[src/hdl/page_alloc_pkg.sv]
`timescale 1ns / 1ps

package page_alloc_pkg;

   // fixed field widths
   localparam int ADDR_W   = 56;
   localparam int FUNC_W   = 2;
   localparam int STATUS_W = 3;
   localparam int REFCNT_W = 8;

   // configuration port
   localparam int CSR_DATA_W = 64;
   localparam int CSR_ADDR_W = 5;
   localparam int CSR_IDX_W  = 2;

   localparam logic [CSR_IDX_W-1:0] CSR_MEMORY_BASE  = 2'd0;
   localparam logic [CSR_IDX_W-1:0] CSR_FIRST_USABLE = 2'd1;
   localparam logic [CSR_IDX_W-1:0] CSR_MEMORY_TOP   = 2'd2;

   localparam logic [ADDR_W-1:0] MEMORY_BASE_RST  = 56'h0000_0080_000000;
   localparam logic [ADDR_W-1:0] FIRST_USABLE_RST = 56'h0000_0080_000000;
   localparam logic [ADDR_W-1:0] MEMORY_TOP_RST   = 56'h0000_0088_000000;

   // request codes
   localparam logic [FUNC_W-1:0] FN_ALLOC = 2'd0;
   localparam logic [FUNC_W-1:0] FN_FREE  = 2'd1;
   localparam logic [FUNC_W-1:0] FN_SHARE = 2'd2;

   typedef enum logic [STATUS_W-1:0] {
      ST_OK        = 3'd0,
      ST_NO_PAGE   = 3'd1,
      ST_BAD_ADDR  = 3'd2,
      ST_LIST_FULL = 3'd3,
      ST_COUNT_SAT = 3'd4
   } status_type;

   typedef struct packed {
      logic [FUNC_W-1:0] func;
      logic [ADDR_W-1:0] page_address;
   } req_type;

   typedef struct packed {
      status_type          status;
      logic [ADDR_W-1:0]   granted_address;
      logic [REFCNT_W-1:0] ref_count;
      logic                released;
   } rsp_type;

   typedef struct packed {
      logic [ADDR_W-1:0] memory_base;
      logic [ADDR_W-1:0] first_usable;
      logic [ADDR_W-1:0] memory_top;
   } cfg_type;

endpackage

[src/hdl/page_alloc_check.sv]
`timescale 1ns / 1ps

module page_alloc_check
   import page_alloc_pkg::*;
#(
   parameter int NUM_PAGES  = 32768,
   parameter int PAGE_SHIFT = 12,
   parameter int IDX_W      = $clog2(NUM_PAGES)
) (
   input  logic [ADDR_W-1:0] page_address,
   input  cfg_type           cfg,
   output logic              addr_ok,
   output logic [IDX_W-1:0]  page_idx
);

   logic [ADDR_W-1:0] offset;
   logic [ADDR_W-1:0] page_num;
   logic              aligned;
   logic              in_window;
   logic              in_table;

   always_comb begin
      offset    = page_address - cfg.memory_base;
      page_num  = offset >> PAGE_SHIFT;
      aligned   = (page_address[PAGE_SHIFT-1:0] == '0);
      in_window = (page_address >= cfg.first_usable) &&
                  (page_address >= cfg.memory_base) &&
                  (page_address < cfg.memory_top);
      in_table  = (page_num < ADDR_W'(NUM_PAGES));
      addr_ok   = aligned && in_window && in_table;
      page_idx  = page_num[IDX_W-1:0];
   end

endmodule

[config.mk]
export PLATFORM = sky130hd
export DESIGN_NAME = page_alloc_check
export DESIGN_NICKNAME = d
export VERILOG_FILES = /design/src/hdl/page_alloc_pkg.sv /design/src/hdl/page_alloc_check.sv
export SDC_FILE = /design/constraint.sdc
export NUM_CORES = 1
export LEC_CHECK = 0
export ABC_AREA = 0
export BUFFER_PORTS_ARGS = -buffer_cell sky130_fd_sc_hd__buf_2
export CAP_MARGIN = 20
export CORE_MARGIN = 3
export CORE_UTILIZATION = 52
export DETAILED_ROUTE_END_ITERATION = 7
export PLACE_DENSITY = 0.84
export SETUP_SLACK_MARGIN = 0.1
export SYNTH_ARGS = -nofsm -noshare
export SYNTH_HDL_FRONTEND = slang
export SYNTH_SLANG_ARGS = --single-unit
[constraint.sdc]
create_clock -name vclk -period 5.55
set_input_delay 1.11 -clock vclk [all_inputs]
set_output_delay 1.11 -clock vclk [all_outputs]
set_load 0.05 [all_outputs]
### Word-level counts from Yosys, hierarchy flattened

Index checks and enable logic that the tools add are counted.

* register bits after elaboration: 0
* output and inout port bits: 16

* add/subtract/negate cells: 1
* magnitude comparators: 4
* reduce and logical (&&, ||, !) cells: 5

Operators with widths (count)
* 56-bit greater-or-equal comparator: 2
* 56-bit < comparator: 1
* 56-bit subtractor: 1
* 44-bit by 16-bit < comparator with 1-bit output, second input constant: 1
* 12-bit zero test: 1
* 1-bit logical AND: 4

### Depth between registers and ports, before layout

Gate-level depths: netlist (run 1).

* depth after elaboration: 5
* depth in mapped cells: 13
* mapped depth without buffers: 12

### Worst setup path before layout (run 1)

OpenSTA, ideal clock, no wires.

* kind: input to output
* from: in cfg[130] in the netlist's numbering
* to: out addr_ok
* arrival: 4.531 ns
* required time: 4.440 ns
* path slack: -0.091 ns
* stages: 13
* path buffers: 1
* cells stage by stage: inv_1 > ha_1 > clkbuf_1 > nand2_1 > or4_1 > a2111oi_2 > o21ai_1 > nor4bb_1 > nor3b_2 > nor2_1 > a2111oi_0 > nand4_1 > a2111oi_2

* longest elaborated chain between the ends: 5
* elaborated cells on any way between the ends: 7
* those cells by class: 1 x add/sub; 2 x order compare; 4 x reduce/logical

RTL lines
* start, declared: RTL line page_alloc_check.sv:11 `input cfg_type cfg,`
* parallel branches: the longest is 4 deep, another holds 56-bit subtractor
* 1-bit logical AND (*): RTL line page_alloc_check.sv:30 `addr_ok = aligned && in_window && in_table;`
* end, declared: RTL line page_alloc_check.sv:12 `output logic addr_ok,`

Every way passes the cells marked *.

### Worst setup path in the final report (run 1)

* from: in page_address[25]
* to: out addr_ok

* longest elaborated chain between the ends: 5
* elaborated cells on any way between the ends: 9
* those cells by class: 1 x add/sub; 4 x order compare; 4 x reduce/logical

RTL lines
* start, declared: RTL line page_alloc_check.sv:10 `input logic [ADDR_W-1:0] page_address,`
* parallel branches: the longest is 4 deep, another holds 56-bit subtractor
* 1-bit logical AND (*): RTL line page_alloc_check.sv:30

Marks and branches as above.

==> results of run 1 <==
==> worst max-delay path, stage by stage <==
cell and delay [ns]:
buf_2 0.11, ha_1 0.35, a21oi_1 0.25, o21ai_0 0.19, nor2_2 0.28, o211ai_1 0.19
a21oi_2 0.22, o21ai_0 0.15, o311ai_0 0.43, nor4b_2 0.30, nand4_1 0.20, a2111oi_4 0.27
buf_6 0.21
==> layer usage <==
layer,share of wire,vias to the layer above,wire (um)
met4,0.022,0,541
met2,0.48,458,11600
li1,-,4361,-
met1,0.42,3961,10200
met3,0.083,53,2020
met5,0,-,0
==> area by class of cell <==
cell class / count / area share
Multi-Input combinational cell: 807 / 0.667
Timing Repair Buffer: 373 / 0.237
Inverter: 182 / 0.0733
Tap cell: 168 / 0.0226
==> metrics by stage <==
step | TNS [ns] | setup WS, ns | instance area [um2]
after detailed placement | -0.174 | -0.174 | 8890
after CTS | 0 | 0.101 | 9100
after global placement | -0.176 | -0.176 | 8890
after floorplan | 0 | 0.251 | 6580
after global routing | -0.0570 | -0.0570 | 9320
final | 0 | 0.152 | 9320
==> cell families after synthesis <==
| logic type | after synthesis | share of synthesized area |
|---|---|---|
| buffers and inverters | 200 | 0.114 |
| AND/OR/NAND/NOR | 281 | 0.210 |
| multiplexers | 9 | 0.0141 |
| AO/OA/AOI/OAI | 327 | 0.313 |
| adder cells (fa/ha/maj) | 167 | 0.318 |
| XOR/XNOR | 23 | 0.0307 |
==> power by group <==
group          internal [mW]  switching [mW]
logic                  0.430           0.600
registers                  0               0
clock network              0               0
total                  0.430           0.600
==> placed cells by master, fill, tap and decap left out, types with 7 or more instances in the layout <==
cell	instances
xnor2_1	9
o21ai_0	56
a211oi_1	9
or3_1	12
a21oi_1	108
nand2_1	90
ha_1	158
xor2_1	14
nand3_1	12
o211ai_1	11
ha_4	7
nand4_1	44
o21a_1	17
buf_4	133
nor3_1	14
a21o_1	41
a21oi_2	11
nor2_1	54
nor4_1	13
inv_1	182
buf_2	239
==> repair_timing <==
item                                    in CTS  in global routing
gates cloned                                 0                  0
gates resized for setup                     36                 41
buffers inserted                             3                  2
pin swaps                                    6                 24
endpoints found under the setup margin       1                  1
==> path summary, 6_finish.rpt <==
path | from | to | slack (ns) | cells past startpoint
setup / recovery | page_address[25] | addr_ok | 0.15 | 13
hold / removal | page_address[16] | page_idx[4] | 2.81 | 4
==> flow_summary.yaml, run 1 <==
critical_path:
  required_ns: 4.44
  start_kind: "primary input"
  arrival_ns: 4.29
  endpoint_kind: "primary output"
  criticalPathCategory: "primary input to primary output"
  critPathMaxFanout: 5
placed_design:
  io_buffer_count: 240
  dp_cells: 1525
  hpwl_mm: 21.0
  place_congestion: 0.975
cells_and_area:
  num-clock-buffers: 0
  final_core_utilization: 0.766
  drive_above_1_share: 0.319
  stdcell_count: 1530
  area_growth_pct: 41.8
  seq_cell_count: 0
  multi_input_area_um2: 6220
  diodes: 0
  final-seq-area_um2: 0
  n_fill_cell: 960
  nNetsFinal: 1755
global_routing:
  grtUsageTotal: 0.314
  met1_usage: 0.409
  grt_pass1_vias: 8300
  grt_first_pass_wirelength_mm: 37.8
  antenna_found_initial: 0
  use_met3: 0.0282
  grt_max_degree: 11
  busiest_layer: "met2"
  grt_util_met2: 0.567
  overflow: 0
routing:
  drt_iter0_drc: 838
  ant_nets: 0
  vias: 8833
  firstDrtPassIters: 5
  via_per_inst: 5.77
  wl_per_cell_um: 16.0
  wirelength_mm: 24.4
  remaining_drc_errors: 0
logic_synthesis:
  synth.most_common_cell: "inv_1"
  post-synth-top-area-cell: "ha_1"
  synth_top_area_frac: 0.318
  postSynthAreaPerCell_um2: 6.53
  yosysSeqAreaShare: 0
  yosys_warnings: 0
  syn_nets: 1398
  synth_common_cells: "inv_1 (182), ha_1 (167), a21oi_1 (119)"
  synth_area_leaders: "ha_1 (32%), inv_1 (10%), a21oi_1 (9.1%), nand2_1 (5.2%), o21ai_0 (4.8%)"
  yosysUniqueCellTypes: 53
  syn-cell-area_um2: 6570
  syn_inst: 1007
timing:
  min_period_over_period: 0.973
  layout_min_cycle_time_ns: 5.40
  finalHoldViolCount: 0
  tightest_slew_ns: 0.739
  slew_viol_final: 0
  slew_headroom: 0.501
  setup_violations: 0
  hold_slack_ns: 2.81
  fmax_ghz: 0.185
floorplan:
  core_region_area_um2: 12200
  die_y_um: 118
  ios: 240
  rows: 40
  dieWidth_um: 118
  initial_core_util: 0.540
  die_area_um2: 14000
power_and_ir_drop:
  irDropWorstVdd_mv: 0.0746
  total_leakage_power_nw: 5.22
  p_total_mw: 1.03
  power.density_nw_per_um2: 111
clocking:
  cts-hold-fix-buffers: 0
hold_path:
  hold_class: "primary input to primary output"
job:
  cap_violations: 0
status:
  status: "completed"
(Power assumes the default switching activity.)
==> run 2, diff against run 1 <==
==> constraint.sdc (replaced) <==
create_clock -name vclk -period 7
set_input_delay 1.4 -clock vclk [all_inputs]
set_output_delay 1.4 -clock vclk [all_outputs]
set_load 0.05 [all_outputs]
==> run 2 against run 1 <==
Against the previous run:
- first-iteration DRC count down 28%
- global-route usage down 1.2 points
- flip-flop and latch count unchanged
- clock-buffer cell count is the same
- cell count down 8.4%
- final area down 15%
- non-clock buffer count is 129 lower
- sequential share of layout area did not move
- hold slack improved by 0.62 ns
- highest routed layer unchanged
==> flow_summary.yaml, run 2 (synthesized netlist as in run 1, its figures left out) <==
status:
  status: "completed"
global_routing:
  grtUsageTotal: 0.303
  grt_first_pass_wirelength_mm: 36.1
  overflow: 0
  antenna_found_initial: 0
  grt_pass1_vias: 7653
  grt_max_degree: 12
power_and_ir_drop:
  power.density_nw_per_um2: 85.9
  p_total_mw: 0.682
  total_leakage_power_nw: 4.54
  irDropWorstVdd_mv: 0.0583
critical_path:
  criticalPathCategory: "primary input to primary output"
  required_ns: 5.60
  endpoint_kind: "primary output"
  arrival_ns: 5.15
  critPathMaxFanout: 7
  start_kind: "primary input"
cells_and_area:
  multi_input_area_um2: 5820
  stdcell_count: 1401
  seq_cell_count: 0
  nNetsFinal: 1626
  n_fill_cell: 1183
  stdcell_area_um2: 7950
  final-seq-area_um2: 0
  final_common_cell: "buf_2"
  drive_above_1_share: 0.204
  diodes: 0
  area_growth_pct: 20.9
  final_cell_mix: "buf_2 (240), inv_1 (182), ha_1 (167), a21oi_1 (119), nand2_1 (91)"
  num-clock-buffers: 0
job:
  cap_violations: 0
placed_design:
  hpwl_mm: 20.2
  dp_cells: 1401
  io_buffer_count: 240
  place_area_um2: 7950
  place_congestion: 1.05
routing:
  ant_nets: 0
  firstDrtPassIters: 5
  remaining_drc_errors: 0
  vias: 8205
  via_per_inst: 5.86
  wirelength_mm: 22.8
  drt_iter0_drc: 605
  wl_per_cell_um: 16.2
timing:
  setup_violations: 0
  tightest_slew_ns: 0.907
  layout_min_cycle_time_ns: 6.55
  fmax_ghz: 0.153
  fin_tns_setup_ns: 0
  rsz0062_at_grt: "false"
  min_period_over_period: 0.935
  finalHoldViolCount: 0
  slew_headroom: 0.390
  slew_viol_final: 0
clocking:
  post-cts-setup-buffers: 0
  cts-hold-fix-buffers: 0
  cts.repair.resized: 0
hold_path:
  hold_class: "primary input to primary output"
floorplan:
  dieWidth_um: 118
  die_y_um: 118
  rows: 40
  initial_core_util: 0.540
  ios: 240
  core_region_area_um2: 12200
  die_area_um2: 14000
[run 2: cell count changes in the layout (fill, tap and decap cells not counted), sizes merged]
cell / before / now
buf: 373 / 244
[run 2: power breakdown]
part | leakage (nW) | switching, mW | internal [mW]
clock network | 0 | 0 | 0
registers | 0 | 0 | 0
logic | 4.54 | 0.430 | 0.252
total | 4.54 | 0.430 | 0.252
[run 2: worst paths after layout]
check / cells past startpoint / slack, ns / start / to
setup / recovery: 14 / 0.45 / page_address[20] / addr_ok
hold / removal: 4 / 3.43 / page_address[12] / page_idx[0]
[run 2: area by class of cell]
type	instances	area share
Tap cell	168	0.0265
Inverter	182	0.0860
Timing Repair Buffer	244	0.155
Multi-Input combinational cell	807	0.733
[run 2: per-layer routing]
layer	GRT usage	wire length, um	vias up
met5	0	0	-
met4	0.109	1030	0
met3	0.0311	2020	70
met2	0.513	10000	426
met1	0.397	9680	3607
li1	-	-	4102
[run 2: critical path, cell delays in order]
cell and delay [ns]:
buf_2 0.12, ha_1 0.42, nand2_1 0.13, or4_1 0.59
a2111oi_2 0.34, o21ai_1 0.14, nor4bb_1 0.16, buf_4 0.17
nor3b_2 0.23, nor2_1 0.11, a2111oi_0 0.48, nand4_1 0.19
a2111oi_2 0.32, buf_2 0.34
[run 2: through the flow]
stage / setup WS [ns] / hold slack, ns / util
5_1_grt: 0.296 / 3.47 / 0.653
3_3_place_gp: 0.550 / 3.43 / 0.653
6_report: 0.455 / 3.43 / 0.653
3_5_place_dp: 0.578 / 3.43 / 0.653
4_1_cts: 0.561 / 3.43 / 0.653
2_1_floorplan: 0.779 / 3.29 / -
==> run 3, diff against run 2 <==
==> constraint.sdc (replaced) <==
create_clock -name vclk -period 7.3
set_input_delay 1.46 -clock vclk [all_inputs]
set_output_delay 1.46 -clock vclk [all_outputs]
set_load 0.05 [all_outputs]
==> run 3 against run 2 <==
Against the previous run:
- first-iteration DRC count is 1.8% higher
- largest cell class unchanged
- via count is 0.89% lower
- die area stayed put
- critical path type unchanged
==> flow_summary.yaml, run 3 (synthesized netlist as in run 1, its figures left out) <==
hold_path:
  hold_class: "primary input to primary output"
timing:
  setup_violations: 0
  fmax_ghz: 0.150
  slew_headroom: 0.322
  rsz0062_at_grt: "false"
  tightest_slew_ns: 1.01
  slew_viol_final: 0
  finalHoldViolCount: 0
  fin_tns_setup_ns: 0
  min_period_over_period: 0.915
  layout_min_cycle_time_ns: 6.68
critical_path:
  required_ns: 5.84
  start_kind: "primary input"
  endpoint_kind: "primary output"
  criticalPathCategory: "primary input to primary output"
  critPathMaxFanout: 6
  arrival_ns: 5.22
power_and_ir_drop:
  p_sw_frac: 0.629
  total_leakage_power_nw: 4.53
  p_sw_mw: 0.410
  pwr-share-comb: 1.000
  irDropWorstVdd_mv: 0.0568
  power.internal_mw: 0.242
  p_total_mw: 0.652
  power.density_nw_per_um2: 82.2
  power_frac_seq: 0
  clockPowerShare: 0
cells_and_area:
  num-clock-buffers: 0
  nNetsFinal: 1625
  diodes: 0
  final-seq-area_um2: 0
  final_core_utilization: 0.653
  drive_above_1_share: 0.204
  final_cell_mix: "buf_2 (240), inv_1 (182), ha_1 (167), a21oi_1 (119), nand2_1 (91)"
  seq_cell_count: 0
  stdcell_area_um2: 7940
  area_growth_pct: 20.8
  final_common_cell: "buf_2"
routing:
  drt_iter0_drc: 616
  remaining_drc_errors: 0
  ant_nets: 0
  via_per_inst: 5.81
  wirelength_mm: 22.7
  vias: 8132
  firstDrtPassIters: 6
  wl_per_cell_um: 16.2
global_routing:
  overflow: 0
  grt_first_pass_wirelength_mm: 35.8
  grtUsageTotal: 0.301
  grt_pass1_vias: 7643
  grt_max_degree: 12
  antenna_found_initial: 0
clocking:
  cts-hold-fix-buffers: 0
  cts.repair.resized: 0
  post-cts-setup-buffers: 0
floorplan:
  dieWidth_um: 118
  rows: 40
  ios: 240
  core_region_area_um2: 12200
  die_area_um2: 14000
  die_y_um: 118
  initial_core_util: 0.540
placed_design:
  place_area_um2: 7940
  hpwl_mm: 20.2
  place_congestion: 1.05
  io_buffer_count: 240
status:
  status: "completed"
job:
  cap_violations: 0
## run 3: changes by cell type in the layout (fill, tap and decap cells not counted), sizes merged
cell / previous run / this run
buf: 244 / 243
## run 3: power by group through the flow
stage	logic [mW]	registers [mW]	clock network [mW]
floorplan	0.433	0	0
global placement	0.637	0	0
detailed placement	0.639	0	0
CTS	0.642	0	0
global route	0.718	0	0
finish	0.652	0	0
## run 3: layer usage
| layer | vias to the layer above | part of all wire | global-route usage |
|---|---|---|---|
| met5 | - | 0 | 0 |
| met4 | 0 | 0.045 | 0.118 |
| met3 | 66 | 0.092 | 0.0517 |
| met2 | 389 | 0.44 | 0.503 |
| met1 | 3571 | 0.42 | 0.386 |
| li1 | 4106 | - | - |
## run 3: worst paths after layout
path | start | endpoint | slack, ns | cells after the start
setup / recovery | page_address[5] | addr_ok | 0.62 | 13
hold / removal | page_address[16] | page_idx[4] | 3.56 | 4
## run 3: critical path, stage by stage
cell       delay, ns
buf_2           0.13
ha_1            0.35
a21oi_1         0.15
o21ai_0         0.16
o311ai_0        0.63
nand3_1         0.36
a221oi_1        0.47
xnor2_1         0.12
a311oi_1        0.36
and4b_1         0.26
nand4_1         0.13
a2111oi_2       0.29
buf_2           0.34
## run 3: area by class of cell
cell class,count,area (um2)
Tap cell,168,210
Multi-Input combinational cell,807,5820
Timing Repair Buffer,243,1220
Inverter,182,683
Fill cell,1167,4220
## run 3: metrics by stage
stage / hold slack [ns] / worst slack, ns / std cells
after global routing: 3.59 / 0.360 / 1400
final: 3.56 / 0.623 / 1400
after detailed placement: 3.54 / 0.819 / 1400
after CTS: 3.55 / 0.797 / 1400
after floorplan: 3.41 / 0.959 / 1007
after global placement: 3.55 / 0.737 / 1400
